## src/ple_pkg.sv

```systemverilog
// Package for the positional list engine.
// Holds the store geometry, operation and status codes, and the payload types.
// Used by the stream interface users and the top level; depends on nothing.
package ple_pkg;

  // Store geometry; the field widths of the payload fix the depth at 64.
  localparam int unsigned DEPTH = 64;
  localparam int unsigned AW    = $clog2(DEPTH);
  localparam int unsigned CW    = AW + 1;

  typedef enum logic [1:0] {
    OP_INSERT = 2'd0,
    OP_DELETE = 2'd1,
    OP_SEARCH = 2'd2,
    OP_READ   = 2'd3
  } ple_op_e;

  typedef enum logic [1:0] {
    ST_OK      = 2'd0,
    ST_BAD     = 2'd1,
    ST_FULL    = 2'd2,
    ST_MISSING = 2'd3
  } ple_status_e;

  // One operation request.
  typedef struct packed {
    ple_op_e            operation;
    logic [6:0]         position;
    logic [6:0]         run_length;
    logic signed [31:0] value;
  } ple_in_t;

  // One operation result.
  typedef struct packed {
    ple_status_e        status;
    logic [5:0]         found_index;
    logic signed [31:0] read_value;
    logic [6:0]         entry_count;
  } ple_out_t;

endpackage

```

## src/ple_stream_if.sv

```systemverilog
// Valid/ready stream interface carrying one payload of type T per transaction.
// Used by the positional list engine for its request and result channels.
interface ple_stream_if #(
  parameter type T = logic
);
  logic valid;
  logic ready;
  T     data;

  modport source (output valid, output data, input ready);
  modport sink   (input valid, input data, output ready);
endinterface

```

## src/positional_list_engine.sv

```systemverilog
// Positional list engine: an ordered list of up to 64 signed 32-bit entries held in one
// synchronous dual-port memory (one write port, one registered read port). Operations are
// handled one at a time. A read fetches one entry through the registered read port. An insert
// moves the entries from the tail down to its position and then writes the value (it writes
// directly when it appends), a delete moves the entries behind the run up over it, and a search
// compares entries from index 0 until the first match or the end of the list; refused
// operations, searches of an empty list and deletes that move nothing go straight to the
// response state. The memory read port moves or compares one entry per cycle. A finished result
// waits in an output register, so the next request is taken while the previous result is still
// pending; the response state holds for every cycle that the previous result is still not taken.
module positional_list_engine (
  input  logic                  clk_i,
  input  logic                  rst_ni,
  ple_stream_if.sink            in_i,
  ple_stream_if.source          out_o
);
  import ple_pkg::*;

  typedef enum logic [2:0] {
    S_IDLE,
    S_SHIFT,
    S_DRAIN,
    S_PUT,
    S_SEARCH,
    S_READ,
    S_RDDATA,
    S_RESP
  } state_e;

  state_e             state_q;
  ple_op_e            op_q;
  logic [6:0]         pos_q;
  logic [6:0]         run_q;
  logic signed [31:0] val_q;
  logic [CW-1:0]      cnt_q;
  logic [AW-1:0]      idx_q;
  logic               iss_q;
  logic               pend_q;
  logic [AW-1:0]      pend_addr_q;
  ple_status_e        res_status_q;
  logic [5:0]         res_found_q;
  logic signed [31:0] res_rdval_q;
  logic               out_valid_q;
  ple_out_t           out_q;

  // Memory and its port signals.
  logic signed [31:0] mem [DEPTH];
  logic signed [31:0] mem_rdata_q;
  logic               mem_we;
  logic               mem_re;
  logic [AW-1:0]      mem_waddr;
  logic [AW-1:0]      mem_raddr;
  logic signed [31:0] mem_wdata;

  // Request decode against the current count.
  ple_in_t            req;
  logic [7:0]         req_end;
  logic               pos_zero;
  logic               ins_bad;
  logic               rng_bad;
  logic               del_bad;
  logic               ins_tail;
  logic               del_tail;
  logic               hit;
  logic               shift_last;
  logic [AW-1:0]      pos_m1;

  assign req      = in_i.data;
  assign pos_zero = (req.position == 7'd0);
  assign req_end  = {1'b0, req.position} - 8'd1 + {1'b0, req.run_length};
  assign ins_bad  = pos_zero || ({1'b0, req.position} > ({1'b0, cnt_q} + 8'd1));
  assign rng_bad  = pos_zero || (req.position > cnt_q);
  assign del_bad  = rng_bad || (req_end > {1'b0, cnt_q});
  assign ins_tail = ((req.position - 7'd1) == cnt_q);
  assign del_tail = (req_end == {1'b0, cnt_q});
  assign pos_m1   = pos_q[AW-1:0] - AW'(1);
  assign hit      = pend_q && (mem_rdata_q == val_q);

  // Last read of a shift: insert walks down to the position, delete walks up to the end.
  always_comb begin
    if (op_q == OP_INSERT) begin
      shift_last = (idx_q == pos_m1);
    end else begin
      shift_last = ({1'b0, idx_q} == (cnt_q - CW'(1)));
    end
  end

  // Memory port control.
  always_comb begin
    mem_re    = 1'b0;
    mem_we    = 1'b0;
    mem_raddr = idx_q;
    mem_waddr = pend_addr_q;
    mem_wdata = mem_rdata_q;
    case (state_q)
      S_SHIFT: begin
        mem_re = 1'b1;
        mem_we = pend_q;
      end
      S_DRAIN: begin
        mem_we = 1'b1;
      end
      S_PUT: begin
        mem_we    = 1'b1;
        mem_waddr = pos_m1;
        mem_wdata = val_q;
      end
      S_SEARCH: begin
        mem_re = iss_q && !hit;
      end
      S_READ: begin
        mem_re    = 1'b1;
        mem_raddr = pos_m1;
      end
      default: begin
        mem_re = 1'b0;
      end
    endcase
  end

  // Entry memory with a registered read port.
  always_ff @(posedge clk_i) begin
    if (mem_we) begin
      mem[mem_waddr] <= mem_wdata;
    end
    if (mem_re) begin
      mem_rdata_q <= mem[mem_raddr];
    end
  end

  assign in_i.ready  = (state_q == S_IDLE);
  assign out_o.valid = out_valid_q;
  assign out_o.data  = out_q;

  // Sequencer, count and result registers.
  always_ff @(posedge clk_i or negedge rst_ni) begin
    if (!rst_ni) begin
      state_q     <= S_IDLE;
      cnt_q       <= '0;
      pend_q      <= 1'b0;
      iss_q       <= 1'b0;
      out_valid_q <= 1'b0;
    end else begin
      // Outside the response state a taken result simply leaves the output register.
      if (out_o.ready && (state_q != S_RESP)) begin
        out_valid_q <= 1'b0;
      end
      case (state_q)
        S_IDLE: begin
          if (in_i.valid) begin
            op_q        <= req.operation;
            pos_q       <= req.position;
            run_q       <= req.run_length;
            val_q       <= req.value;
            res_found_q <= '0;
            res_rdval_q <= '0;
            pend_q      <= 1'b0;
            case (req.operation)
              OP_INSERT: begin
                if (ins_bad) begin
                  res_status_q <= ST_BAD;
                  state_q      <= S_RESP;
                end else if (cnt_q == CW'(DEPTH)) begin
                  res_status_q <= ST_FULL;
                  state_q      <= S_RESP;
                end else if (ins_tail) begin
                  res_status_q <= ST_OK;
                  state_q      <= S_PUT;
                end else begin
                  res_status_q <= ST_OK;
                  idx_q        <= cnt_q[AW-1:0] - AW'(1);
                  state_q      <= S_SHIFT;
                end
              end
              OP_DELETE: begin
                if (del_bad) begin
                  res_status_q <= ST_BAD;
                  state_q      <= S_RESP;
                end else if (req.run_length == 7'd0) begin
                  res_status_q <= ST_OK;
                  state_q      <= S_RESP;
                end else if (del_tail) begin
                  res_status_q <= ST_OK;
                  cnt_q        <= cnt_q - req.run_length;
                  state_q      <= S_RESP;
                end else begin
                  res_status_q <= ST_OK;
                  idx_q        <= req_end[AW-1:0];
                  state_q      <= S_SHIFT;
                end
              end
              OP_SEARCH: begin
                if (cnt_q == '0) begin
                  res_status_q <= ST_MISSING;
                  state_q      <= S_RESP;
                end else begin
                  res_status_q <= ST_OK;
                  idx_q        <= '0;
                  iss_q        <= 1'b1;
                  state_q      <= S_SEARCH;
                end
              end
              default: begin
                if (rng_bad) begin
                  res_status_q <= ST_BAD;
                  state_q      <= S_RESP;
                end else begin
                  res_status_q <= ST_OK;
                  state_q      <= S_READ;
                end
              end
            endcase
          end
        end
        // One entry read and one entry written back per cycle.
        S_SHIFT: begin
          pend_q <= 1'b1;
          if (op_q == OP_INSERT) begin
            pend_addr_q <= idx_q + AW'(1);
            idx_q       <= idx_q - AW'(1);
          end else begin
            pend_addr_q <= idx_q - run_q[AW-1:0];
            idx_q       <= idx_q + AW'(1);
          end
          if (shift_last) begin
            state_q <= S_DRAIN;
          end
        end
        S_DRAIN: begin
          pend_q <= 1'b0;
          if (op_q == OP_INSERT) begin
            state_q <= S_PUT;
          end else begin
            cnt_q   <= cnt_q - run_q;
            state_q <= S_RESP;
          end
        end
        S_PUT: begin
          cnt_q   <= cnt_q + CW'(1);
          state_q <= S_RESP;
        end
        // Reads run one ahead of the compare.
        S_SEARCH: begin
          if (hit) begin
            pend_q      <= 1'b0;
            iss_q       <= 1'b0;
            res_found_q <= 6'(pend_addr_q);
            state_q     <= S_RESP;
          end else if (iss_q) begin
            pend_q      <= 1'b1;
            pend_addr_q <= idx_q;
            if ({1'b0, idx_q} == (cnt_q - CW'(1))) begin
              iss_q <= 1'b0;
            end else begin
              idx_q <= idx_q + AW'(1);
            end
          end else begin
            pend_q       <= 1'b0;
            res_status_q <= ST_MISSING;
            state_q      <= S_RESP;
          end
        end
        S_READ: begin
          state_q <= S_RDDATA;
        end
        S_RDDATA: begin
          res_rdval_q <= mem_rdata_q;
          state_q     <= S_RESP;
        end
        S_RESP: begin
          if (!out_valid_q || out_o.ready) begin
            out_q.status      <= res_status_q;
            out_q.found_index <= res_found_q;
            out_q.read_value  <= res_rdval_q;
            out_q.entry_count <= cnt_q;
            out_valid_q       <= 1'b1;
            state_q           <= S_IDLE;
          end
        end
        default: begin
          state_q <= S_IDLE;
        end
      endcase
    end
  end

`ifndef SYNTH
  // The two memory ports never touch the same entry in one cycle.
  a_no_port_clash: assert property (@(posedge clk_i) disable iff (!rst_ni)
    (mem_we && mem_re) |-> (mem_waddr != mem_raddr))
    else $error("memory read and write to the same entry");

  // The count never exceeds the store depth.
  a_count_range: assert property (@(posedge clk_i) disable iff (!rst_ni)
    cnt_q <= CW'(DEPTH))
    else $error("entry count above depth");

  // A new result is only loaded from the response state.
  a_result_source: assert property (@(posedge clk_i) disable iff (!rst_ni)
    $rose(out_valid_q) |-> $past(state_q == S_RESP))
    else $error("result loaded outside response state");

  // No write-back is left pending when a new transaction is taken.
  a_idle_clean: assert property (@(posedge clk_i) disable iff (!rst_ni)
    (state_q == S_IDLE) |-> !pend_q)
    else $error("pending write-back while idle");

  // Searches and reads never change the count.
  a_count_stable: assert property (@(posedge clk_i) disable iff (!rst_ni)
    ((state_q == S_SEARCH) || (state_q == S_READ) || (state_q == S_RDDATA)) |=> $stable(cnt_q))
    else $error("count changed by a search or read");
`endif

endmodule

```

## src/flat_wrapper.sv

```systemverilog
// flat-port wrapper written by rule: the top's interface ports become plain ports
module positional_list_engine_flat import ple_pkg::*;
  (clk_i, rst_ni, in_i_valid, in_i_data, in_i_ready, out_o_valid, out_o_data, out_o_ready);
  ple_stream_if #(.T(ple_in_t)) in_i_i ();
  ple_stream_if #(.T(ple_out_t)) out_o_i ();
  input  logic clk_i;
  input  logic rst_ni;
  input wire logic [$bits(in_i_i.valid)-1:0] in_i_valid;
  input wire logic [$bits(in_i_i.data)-1:0] in_i_data;
  output wire logic [$bits(in_i_i.ready)-1:0] in_i_ready;
  output wire logic [$bits(out_o_i.valid)-1:0] out_o_valid;
  output wire logic [$bits(out_o_i.data)-1:0] out_o_data;
  input wire logic [$bits(out_o_i.ready)-1:0] out_o_ready;
  assign in_i_i.valid = in_i_valid;
  assign in_i_i.data = in_i_data;
  assign in_i_ready = in_i_i.ready;
  assign out_o_valid = out_o_i.valid;
  assign out_o_data = out_o_i.data;
  assign out_o_i.ready = out_o_ready;
  positional_list_engine u_core (.clk_i(clk_i), .rst_ni(rst_ni), .in_i(in_i_i), .out_o(out_o_i));
endmodule
```

## config.mk

```make
export PLATFORM = sky130hd
export DESIGN_NAME = positional_list_engine_flat
export DESIGN_NICKNAME = d
export VERILOG_FILES = /design/src/ple_pkg.sv /design/src/ple_stream_if.sv /design/src/positional_list_engine.sv /design/src/flat_wrapper.sv
export SDC_FILE = /design/constraint.sdc
export NUM_CORES = 2
export LEC_CHECK = 0
export ABC_CLOCK_PERIOD_IN_PS = 5100
export BUFFER_PORTS_ARGS = -buffer_cell sky130_fd_sc_hd__buf_2
export CORE_ASPECT_RATIO = 1.5
export CORE_UTILIZATION = 55
export CTS_CLUSTER_SIZE = 16
export DETAILED_ROUTE_END_ITERATION = 7
export PLACE_DENSITY_LB_ADDON = 0.1
export SLEW_MARGIN = 5
export SYNTH_ARGS = -nofsm -noshare
export SYNTH_HDL_FRONTEND = slang
export SYNTH_SLANG_ARGS = --single-unit
export TNS_END_PERCENT = 5
```

## constraint.sdc

```tcl
create_clock -name clk_i -period 5.1 [get_ports clk_i]
set_input_delay 0.765 -clock clk_i [delete_from_list [all_inputs] [get_ports clk_i]]
set_output_delay 0.765 -clock clk_i [all_outputs]
set_load 0.01 [all_outputs]
```

Yosys cells after proc, flatten, opt, wreduce, memory -nomap -nowiden

Memories as Yosys holds them, arrays and structs flattened. A register that Yosys moved wholly into a read port is not among the register bits.
Index checks and enable logic that the tools add are counted.

Register bits after elaboration: 159
RAM bits: 2048
ROM bits: 0
Bits in latches: 0
Logic and storage cells: 188
Memories: 1
Output and inout port bits: 49

Div/mod/pow operators: 0
$lt $le $gt $ge: 3
Bitwise operators: 0
Equal/unequal tests: 40
$add $sub $neg: 13
Multiply operators: 0
Mux-type cells: 78
Reduce and logical (&&, ||, !) cells: 35
Shifts and indexed selects: 0

Memories:

| memory     | depth | bits a word | read ports | clocked after Yosys merged registers in | write ports | RTL line                     | RTL |
|---|---|---|---|---|---|---|---|
| u_core.mem | 64    | 32          | 1          | 1                                       | 1           | positional_list_engine.sv:47 | `logic signed [31:0] mem [DEPTH];` |

Operator list:

| kind                | count |
|---|---|
| $mux 6              | 19 |
| $mux 32             | 2 |
| $pmux 32 s2         | 1 |
| $mux 7              | 6 |
| $pmux 6 s3          | 2 |
| $mux 3              | 11 |
| $eq 32x32->1        | 1 |
| $ne 3x3->1 const B  | 9 |
| $pmux 6 s2          | 2 |
| $logic_not 7->1     | 3 |
| $pmux 3 s7          | 1 |
| $pmux 7 s3          | 1 |
| $mux 2              | 9 |
| $sub 6x1->6 const B | 3 |
| $mux 1              | 17 |
| $ne 2x2->1 const B  | 8 |
| $reduce_and 4->1    | 4 |
| $ne 2x1->1 const B  | 7 |
| $reduce_and 14->1   | 1 |
| $sub 7x1->7 const B | 2 |
| $sub 7x7->7         | 2 |
| $eq 3x3->1 const B  | 4 |
| $pmux 3 s3          | 1 |
| $reduce_and 3->1    | 3 |
| other kinds (35)    | 50 |

Depth between registers and ports, before layout

Depth after elaboration: 9
Gate-level depth with buffers: 17
Mapped depth without buffers: 17

Worst setup path before layout

Ideal clock, no wire load.

Path kind: input to register
Start point: input port in_i_data[33]
End point: register u_core.idx_q[0], enable pin
Stages on the path: 16
Arrival time: 3813 ps
Path buffers: 0
Path slack: 901 ps
Setup time: 386 ps
Data required time: 4714 ps
Path through: inv_1 > ha_1 > inv_1 > ha_1 > inv_1 > fa_1 > nor2b_1 > o31a_1 > a21oi_1 > ha_1 > nand3_1 > or2_2 > nand2_1 > a21bo_2 > a21boi_0 > nor4_1

Cells in the longest elaborated chain, start to end: 5

RTL lines:

| what                            | RTL line                      | RTL |
|---|---|---|
| start, declared                 | flat_wrapper.sv:9             | `input wire logic [$bits(in_i_i.data)-1:0] in_i_data;` |
| $add 8x7->8                     | positional_list_engine.sv:70  | `assign req_end = {1'b0, req.position} - 8'd1 + {1'b0, req.run_length};` |
| $gt 8x7->1                      | positional_list_engine.sv:73  | `assign del_bad = rng_bad \|\| (req_end > {1'b0, cnt_q});` |
| $logic_or 1x1->1                | positional_list_engine.sv:73  |  |
| $ne 3x3->1 (no line)            | -                             |  |
| $reduce_and 14->1 (no line) (*) | -                             |  |
| end signal, assigned            | positional_list_engine.sv:171 | `idx_q <= cnt_q[AW-1:0] - AW'(1);` |
| end signal, assigned            | positional_list_engine.sv:188 | `idx_q <= req_end[AW-1:0];` |
| end signal, assigned            | positional_list_engine.sv:220 | `idx_q <= idx_q - AW'(1);` |
| end, declared                   | positional_list_engine.sv:36  | `logic [AW-1:0] idx_q;` |

Every way passes the cells marked *; elsewhere a longest branch is shown, timed or not.
A chain may end at the register's enable or synchronous reset.

Worst setup path after layout

Start point: register u_core.state_q[2]
End point: register u_core.mem_rdata_q[13] (read register of u_core.mem), data pin

Cells in the longest elaborated chain, start to end: 3

RTL lines:

| what                                     | RTL line                      | RTL |
|---|---|---|
| start, declared                          | positional_list_engine.sv:30  | `state_e state_q;` |
| start signal, assigned                   | positional_list_engine.sv:138 | `state_q <= S_IDLE;` |
| start signal, assigned                   | positional_list_engine.sv:162 | `state_q <= S_RESP;` |
| start signal, assigned                   | positional_list_engine.sv:165 | `state_q <= S_RESP;` |
| $eq 3x3->1 or $eq 3x1->1 (tied branches) | positional_list_engine.sv:95  | `case (state_q)` |
| $reduce_or 2->1 (no line)                | -                             |  |
| $pmux 1 s2                               | positional_list_engine.sv:95  |  |
| end, declared                            | positional_list_engine.sv:48  | `logic signed [31:0] mem_rdata_q;` |

Parallel ways exist; a longest one is shown, timed or not.

==> impl_metrics.toml <==
[floorplanning]
start_util_pct = 55.48
io_pins = 101
num_rows = 181
die_width_um = 332.4
core_area_um2 = 162400
die_area_um2 = 165400
die_h_um = 497.7

[sta]
setup_violations = 0
hold_viol = 0
tns_ps = 0
rsz0062_at_grt = "no"
setup_ws_ps = 1028
post-route-min-period_ps = 4072
max_freq_mhz = 245.6
finalMaxSlewViolations = 0
worst_pin_slew_ps = 1319
fin_skew_ps = 33.01
fin_crit_sh_pct = 79.83
relSlewSlack_pct = 11.28

[synth]
synth_common_cells = "edfxtp_1 (2226), nand2_1 (1841), nand3_1 (1047)"
syn_area_um2 = 90080
yosysWarnings = 0
synth-seq-cells = 2239
yosys.area.top_type_share_pct = 74.20
yosys-top-cells-area = "edfxtp_1 (74%), nand2_1 (7.7%), nand3_1 (5.8%)"
synth_most_common_cell = "edfxtp_1"
synth.avg_cell_area_um2 = 13.36
synth_fp_nets = 6856
synth_ff_type = "edfxtp_1"
syn_inst = 6743
ys_async_sr_fraction_pct = 0.5806
synth_edf_count = 2226
ys_seq_area_share_pct = 74.57
ys_types = 75
netlist.top_cell.by_area = "edfxtp_1"

[power]
powerDensity_nw_per_um2 = 582.6
peakVddDrop_mv = 0.4073
leakagePower_nw = 34.28

[clock_network]
clock_sinks = 2239
clockBufferDepth = 3
cts_root_buffer = "clkbuf_16"
clk_latency_ps = 840
cts_tree = "yes"
path_clk_slew_ps = 70
numCtsBuffers = 201
ctsResizeCount = 0
htreeDepth = 4

[worst_hold_path]
worst_hold_startpoint = "in_i_data[1]"
hold_path_class = "in2reg"

[worst_setup_path]
arrival_ps = 4640
crit_path_start_kind = "flip-flop"
r2r_start = "u_core.state_q[2]$_DFFE_PN0P_"
required_ps = 5670
crit_path_start = "u_core.state_q[2]$_DFFE_PN0P_"
worstSetupPathType = "reg2reg"
end_kind = "flip-flop"
worstPathMaxFanout = 32

[drt]
routedWlPerCell_um = 26.59
wl_um = 242700
wl_met2_um = 124000
route.vias.total = 56195
route.met3.wl_um = 16840
drtIter0Drc = 5719
route.detailed.drc = 0
highest_layer = "met5"
first_pass_iters = 6
met1_length_um = 94310
drtAntennaViolNets = 0
avgViaCountPerCell = 6.158

[final_layout]
final_area_um2 = 100600
nets = 6963
final_cells = 9126
area_growth_pct = 11.67
fillers = 12176
drive_gt1_share_pct = 10.50

[grt]
grt_overflow = 0
grt_first_pass_wirelength_um = 357300
antenna_found_initial = 13
grt_max_degree = 113
track_usage_pct = 29.21
grt_pass1_vias = 54606

[placement]
pre_cts_slack_ps = 574.7
place_inst = 8750
place_congestion = 0.9023
port_buffers = 100
dp_hpwl_um = 148500
dpl-instance-area_um2 = 94020

[outcome]
status = "finished, final reports clean"

[run]
max_cap_violations = 0
logic make-up (layout without fill, tap and decap cells):
family / count (synthesis) / count (layout) / share of synthesized area, %
DFF: 2239 / 2239 / 74.57
adders and majority gates: 61 / 61 / 0.8723
and+or+nand+nor: 3282 / 3282 / 16.00
other: 0 / 5 / 0
xor gates and xnor gates: 90 / 90 / 0.9139
buffers and inverters: 482 / 756 / 2.360
AOI/OAI and AO/OA: 423 / 423 / 3.375
muxes: 166 / 166 / 1.917
cells in the final DEF, fill, tap and decap left out, types with 33 or more instances in the layout:
cell type  count
nand3_1     1047
xnor2_1       38
nand2_1     1840
xor2_1        49
buf_12        35
and2_1        33
o21ai_0       40
clkbuf_16    206
edfxtp_1    2226
clkinv_2      45
buf_4        186
nand4_1      134
a31oi_1      131
nor2_1        41
buf_2        100
mux2i_1      132
nor2_4        64
clkinv_1      51
a32oi_1      131
ha_1          58
inv_1         63
a21oi_1       34
power breakdown:
| part | leakage (nW) | switching [mW] | internal (mW) | total, mW |
|---|---|---|---|---|
| clock | 3.21 | 6.65 | 8.53 | 15.2 |
| combinational | 10.8 | 13.7 | 4.67 | 18.3 |
| sequential | 20.2 | 0.636 | 24.5 | 25.1 |
| total | 34.3 | 20.9 | 37.7 | 58.6 |
layer usage:
layer  global-route usage [%]  up-vias
met5                        0        -
met2                    50.90     2310
met3                    3.935      443
li1                         -    25088
met1                    37.71    28352
met4                    9.748        2
worst paths after layout:
path	endpoint	slack [ps]	cells after the start
min in group asynchronous	u_core.cnt_q[0]$_DFFE_PN0P_	410	2
hold reg to reg	u_core.out_o.data[8]$_DFFE_PP_	420	0
setup reg to reg	u_core.mem_rdata_q[13]$_DFFE_PP_	1030	9
setup / recovery	u_core.mem_rdata_q[13]$_DFFE_PP_	1030	9
hold / removal	u_core.val_q[1]$_DFFE_PP_	100	1
max in group asynchronous	u_core.out_o.valid$_DFF_PN0_	4350	2
worst max-delay path, stage by stage, from the launching register on:
cell      delay (ps)
dfrtp_1          650
nand3b_1         270
buf_4            300
nor3_1           310
a31o_4           620
buf_4            420
nand3_1          110
nand4_1          130
a31oi_1          310
or4_1            600
flip-flops by register name, summed over array words and instances (netlist names):
name and flops:
u_core.idx_q 6, u_core.res_rdval_q 32, u_core.pos_q 6, u_core.pend_q 1
u_core.res_status_q 2, u_core.val_q 32, u_core.mem 2048, u_core.mem_rdata_q 32
u_core.out_o.valid 1, u_core.pend_addr_q 6, u_core.op_q 2, u_core.cnt_q 7
u_core.iss_q 1, u_core.res_found_q 6, u_core.run_q 7, u_core.out_o.data 47
u_core.state_q 3
repair_timing:
action	in CTS	in global routing
endpoints found under the hold margin	13	0
setup buffers	0	0
hold buffers	1	0
metrics by stage:
| step | hold slack, ps | power, mW | utilization (%) |
|---|---|---|---|
| after floorplan | 400.3 | 36.07 | - |
| after global placement | 401.0 | 43.33 | 57.90 |
| after detailed placement | 405.7 | 43.64 | 57.90 |
| after CTS | 46.05 | 58.67 | 61.94 |
| after global routing | 76.68 | 60.86 | 61.94 |
| final | 103.4 | 58.60 | 61.95 |
area by class of cell:
type	instances	area (um^2)	area share (%)
Sequential cell	2239	67170	66.77
Multi-Input combinational cell	4022	21380	21.26
Clock buffer	236	5268	5.236
Tap cell	2104	2633	2.617
Timing Repair Buffer	322	2608	2.592
Clock inverter	134	1282	1.275
Inverter	64	240.2	0.2388
Antenna cell	5	12.51	0.01244
Note: power is estimated with default switching activity, not from simulation.
